**src/design/lir_pkg.sv**
```systemverilog
// ----------------------------------------------------------------------------
// Resampler package
// Fixed widths, register indexes, sequencer states and divider control types.
// ----------------------------------------------------------------------------
`timescale 1ns / 1ps

package lir_pkg;

  localparam int STEP_BITS    = 16;
  localparam int PHASE_BITS   = 17;
  localparam int CFG_IDX_BITS = 8;

  localparam logic [CFG_IDX_BITS-1:0] REG_INPUT_STEP  = 8'd0;
  localparam logic [CFG_IDX_BITS-1:0] REG_OUTPUT_STEP = 8'd1;

  typedef enum logic [3:0] {
    ST_IDLE,
    ST_FIRST,
    ST_CHECK,
    ST_MUL,
    ST_DIV_GO,
    ST_DIV_WAIT,
    ST_EMIT,
    ST_SKIP_GO,
    ST_SKIP_WAIT,
    ST_FINISH
  } state_t;

  typedef struct packed {
    logic start;
  } div_ctrl_t;

  typedef struct packed {
    logic busy;
    logic done;
  } div_stat_t;

endpackage

```
**src/design/lir_divider.sv**
```systemverilog
// ----------------------------------------------------------------------------
// Resampler shared divider
// Restoring unsigned divider, one quotient bit per cycle.
// ----------------------------------------------------------------------------
`timescale 1ns / 1ps

module lir_divider
  import lir_pkg::*;
#(
  parameter int DW = 33
) (
  input  logic                 clk,
  input  logic                 rst,
  input  div_ctrl_t            ctrl,
  output div_stat_t            stat,
  input  logic [DW-1:0]        dividend,
  input  logic [STEP_BITS-1:0] divisor,
  output logic [DW-1:0]        quotient,
  output logic [STEP_BITS-1:0] remainder
);

  localparam int CNT_BITS = $clog2(DW + 1);

  logic                 busy;
  logic                 done;
  logic [CNT_BITS-1:0]  cnt;
  logic [DW-1:0]        quo;
  logic [STEP_BITS-1:0] rem;
  logic [STEP_BITS-1:0] dvs;
  logic [STEP_BITS:0]   trial;
  logic                 fits;

  assign trial = {rem, quo[DW-1]};
  assign fits  = (trial >= {1'b0, dvs});

  always_ff @(posedge clk) begin
    if (rst) begin
      busy <= 1'b0;
      done <= 1'b0;
      cnt  <= '0;
    end else begin
      done <= 1'b0;
      if (ctrl.start && !busy) begin
        busy <= 1'b1;
        cnt  <= CNT_BITS'(DW);
      end else if (busy) begin
        cnt <= cnt - 1'b1;
        if (cnt == CNT_BITS'(1)) begin
          busy <= 1'b0;
          done <= 1'b1;
        end
      end
    end
  end

  always_ff @(posedge clk) begin
    if (ctrl.start && !busy) begin
      quo <= dividend;
      rem <= '0;
      dvs <= divisor;
    end else if (busy) begin
      quo <= {quo[DW-2:0], fits};
      rem <= fits ? STEP_BITS'(trial - {1'b0, dvs}) : trial[STEP_BITS-1:0];
    end
  end

  assign stat.busy = busy;
  assign stat.done = done;
  assign quotient  = quo;
  assign remainder = rem;

endmodule

```
**config.mk**
```make
export PLATFORM = sky130hd
export DESIGN_NAME = lir_divider
export DESIGN_NICKNAME = d
export VERILOG_FILES = /design/src/design/lir_pkg.sv /design/src/design/lir_divider.sv
export SDC_FILE = /design/constraint.sdc
export NUM_CORES = 1
export LEC_CHECK = 0
export BUFFER_PORTS_ARGS = -buffer_cell sky130_fd_sc_hd__buf_4
export CAP_MARGIN = 20
export CORE_MARGIN = 1.5
export CORE_UTILIZATION = 39
export DETAILED_ROUTE_END_ITERATION = 10
export PLACE_DENSITY_LB_ADDON = 0.05
export SLEW_MARGIN = 20
export SYNTH_ARGS = -nofsm -noshare
export SYNTH_HDL_FRONTEND = slang
export SYNTH_SLANG_ARGS = --single-unit
```
**constraint.sdc**
```tcl
create_clock -name clk -period 2.34 [get_ports clk]
set_input_delay 0.702 -clock clk [delete_from_list [all_inputs] [get_ports clk]]
set_output_delay 0.702 -clock clk [all_outputs]
set_load 0.02 [all_outputs]
```
==> metrics.yaml <==
status: "completed"
finalHoldViolations: 0
multi_input_area_mm2: 0.00172
hpwl_mm: 6.04
p_per_area_mw_per_mm2: 651
drive_gt1_frac: 0.450
grt_first_pass_wirelength_mm: 13.6
p_comb_frac: 0.207
synth_edf_count: 49
crit_arrival_ps: 2490
clock_path_buffers: 2
total_power_mw: 3.31
netlist.area_leader.share: 0.392
cp.required_ps: 2600
grt_most_used_layer: "met2"
r2r_start: "dvs[1]$_DFFE_PP_"
slowest_stage: "edfxtp_1"
vias: 2923
gp_congestion: 0.799
overflow: 0
yosysWarnings: 0
endpoint_kind: "flip-flop"
swShare: 0.288
p_seq_frac: 0.481
stdcell_area_mm2: 0.00509
skew_ps: 10.7
yosys.area.top_type: "edfxtp_1"
r2r_slack_ps: 110
met2_usage: 0.280
synth_area_leaders: "edfxtp_1, dfxtp_1, mux2_2"
grtUsageTotal: 0.173
met1_usage: 0.217
post_drt_wl_per_cell_um: 15.4
syn-num-nets: 387
viasPerCell: 5.16
die_area_mm2: 0.0102
slew_violations: 0
p_leak_nw: 2.13
seq_area_mm2: 0.00195
hold_path_end: "cnt[5]$_SDFFE_PP0P_"
cts_sinks: 73
n_fill_cell: 863
die_y_um: 101
holdCritPathClass: "reg -> reg"
clk_latency_ps: 350
drcViolationCount: 0
port_buffers: 102
ys.flop_type: "edfxtp_1"
cp_max_fo: 4
setup_viol: 0
drtIter0Drc: 92
grt_max_degree: 43
hold_depth: 1
power.internal_mw: 2.36
placed_area_mm2: 0.00472
fin_crit_sh: 0.951
min_from: "cnt[5]$_SDFFE_PP0P_"
slowest_delay_ps: 410
io_pins: 103
root_buffer: "clkbuf_8"
peakVddDrop_mv: 0.393
wl_mm: 8.72
synth.distinct_cells: 56
dp.cells: 544
start_util: 0.404
tightest_slew_ps: 842
cp-start-kind: "flip-flop"
cts_buffers: 9
rr_worst_depth: 11
cts_tree: "built"
max-slew-margin-rel: 0.438
r2r-end: "remainder[13]$_SDFFE_PP0P_"
area_growth_pct: 35.7
cts.clk_slew.worst_paths_ps: 90
rows: 35
syn_inst: 316
clock.fmax_mhz: 449
antenna_found_initial: 0
first_pass_iters: 4
hold_ws_ps: 497
htree_levels: 3
synth-seq-cells: 73
antenna_cells: 0
fin_crit_ps: 2230
critPathKind: "reg -> reg"
syn_avg_cell_area_um2: 11.9
grt_util_met3: 0.0721
clkPwrFrac: 0.312
syn-cell-area_mm2: 0.00375
finalNonFillerCells: 567
ys_seq_area_frac: 0.520
setup_tns_ps: 0
maxCapViolCount: 0
grt_pass1_vias: 2751
async_reset_ff_frac: 0
core_mm2: 0.00928
fp.dieW_um: 101
crit_chain: "inv_1 > ha_1 > nor2b_1 > o21ba_2 > o21ai_2 > nand2_2 > o31ai_4 > buf_4 > clkbuf_16 > a32oi_1 > o31ai_1"
switchingPower_uw: 955
postRouteAntennaNets: 0
finalNetCount: 504
## state kept, by name (all words and copies together), names as in the netlist
register,flops
cnt,6
remainder,16
done,1
quotient,33
busy,1
dvs,16
## placed cells by master (no fill, tap or decap), types with 10 or more instances in the layout
cell type  count
nand3_1       11
mux2_2        32
o21ai_0       12
edfxtp_1      49
ha_1          13
buf_4        114
dfxtp_1       23
inv_1         22
nand2_1       17
nor2_1        10
## logic make-up (layout without fill, tap and decap cells)
group | Yosys count | count (layout) | synth area share
AO/OA/AOI/OAI | 71 | 71 | 0.142
XOR/XNOR | 14 | 14 | 0.0327
adder cells (fa/ha/maj) | 19 | 19 | 0.0653
buffers and inverters | 36 | 158 | 0.0450
flip-flops | 73 | 73 | 0.520
multiplexers | 35 | 35 | 0.104
AND/OR/NAND/NOR | 68 | 68 | 0.0907
## synth_stat cells, types with 3 or more instances
cell,count
edfxtp_1,49
mux2_2,32
dfxtp_1,24
inv_1,22
ha_1,18
nand2_1,17
nand3_1,12
o21ai_0,12
nor2_1,11
a21oi_1,9
nor3_1,9
o311ai_1,7
xnor2_1,7
xor2_1,7
a32oi_1,5
clkbuf_1,5
a31oi_1,4
o31ai_1,4
buf_2,3
buf_6,3
mux2i_1,3
nor2b_1,3
o211ai_1,3
o21ai_2,3
## stage by stage
| stage | util | setup WS [ps] |
|---|---|---|
| 3_5_place_dp | 0.509 | 89.5 |
| 6_report | 0.549 | 114 |
| 4_1_cts | 0.530 | 90.2 |
| 5_1_grt | 0.549 | -2.93 |
| 3_3_place_gp | 0.509 | 110 |
| 2_1_floorplan | - | 79.4 |
## layer usage
metal	wire length, um	share of wire
met4	63	0.0072
met1	3810	0.44
met2	4260	0.49
met3	584	0.067
met5	0	0
## how the worst max path moves through the flow
| stage | startpoint | endpoint | slack [ps] | depth (start not counted) |
|---|---|---|---|---|
| final | dvs[1]$_DFFE_PP_ | remainder[13]$_SDFFE_PP0P_ | 110 | 11 |
| after global routing | dvs[3]$_DFFE_PP_ | remainder[13]$_SDFFE_PP0P_ | -3 | 11 |
| after CTS | quotient[32]$_DFFE_PP_ | remainder[12]$_SDFFE_PP0P_ | 90 | 9 |
| after detailed placement | remainder[7]$_SDFFE_PP0P_ | quotient[0]$_DFFE_PP_ | 90 | 8 |
| after global placement | ctrl | quotient[17]$_DFFE_PP_ | 110 | 4 |
| after floorplan | remainder[2]$_SDFFE_PP0P_ | quotient[0]$_DFFE_PP_ | 80 | 8 |
## power by group through the flow
stage	sequential (mW)	combinational (mW)	clock, mW
2_1_floorplan	1.71	0.295	0
4_1_cts	1.60	0.676	1.06
5_1_grt	1.61	0.747	1.12
6_report	1.59	0.686	1.03
3_5_place_dp	1.62	0.675	0
3_3_place_gp	1.62	0.674	0
## critical path, delay by kind of cell, from the launching register on
kind	cells	cell delay (ps)
AND/OR/NAND/NOR	2	260
flip-flops	1	410
buffers and inverters	3	380
adder cells (fa/ha/maj)	1	230
AO/OA/AOI/OAI	5	870
## cell type report
cell class / instances / area share
sequential: 73 / 0.383
multi-input combinational: 207 / 0.338
timing repair buffer: 120 / 0.192
tap: 129 / 0.0317
clock buffer: 9 / 0.0243
inverter: 22 / 0.0162
clock inverter: 7 / 0.0150
## what timing repair did
item                       CTS  global route
resized for setup            0            18
setup endpoints to repair    0            13
buffers inserted             0             5
hold endpoints to repair     0             0
hold buffers                 0             0
Note: power is estimated with default switching activity, not from simulation.
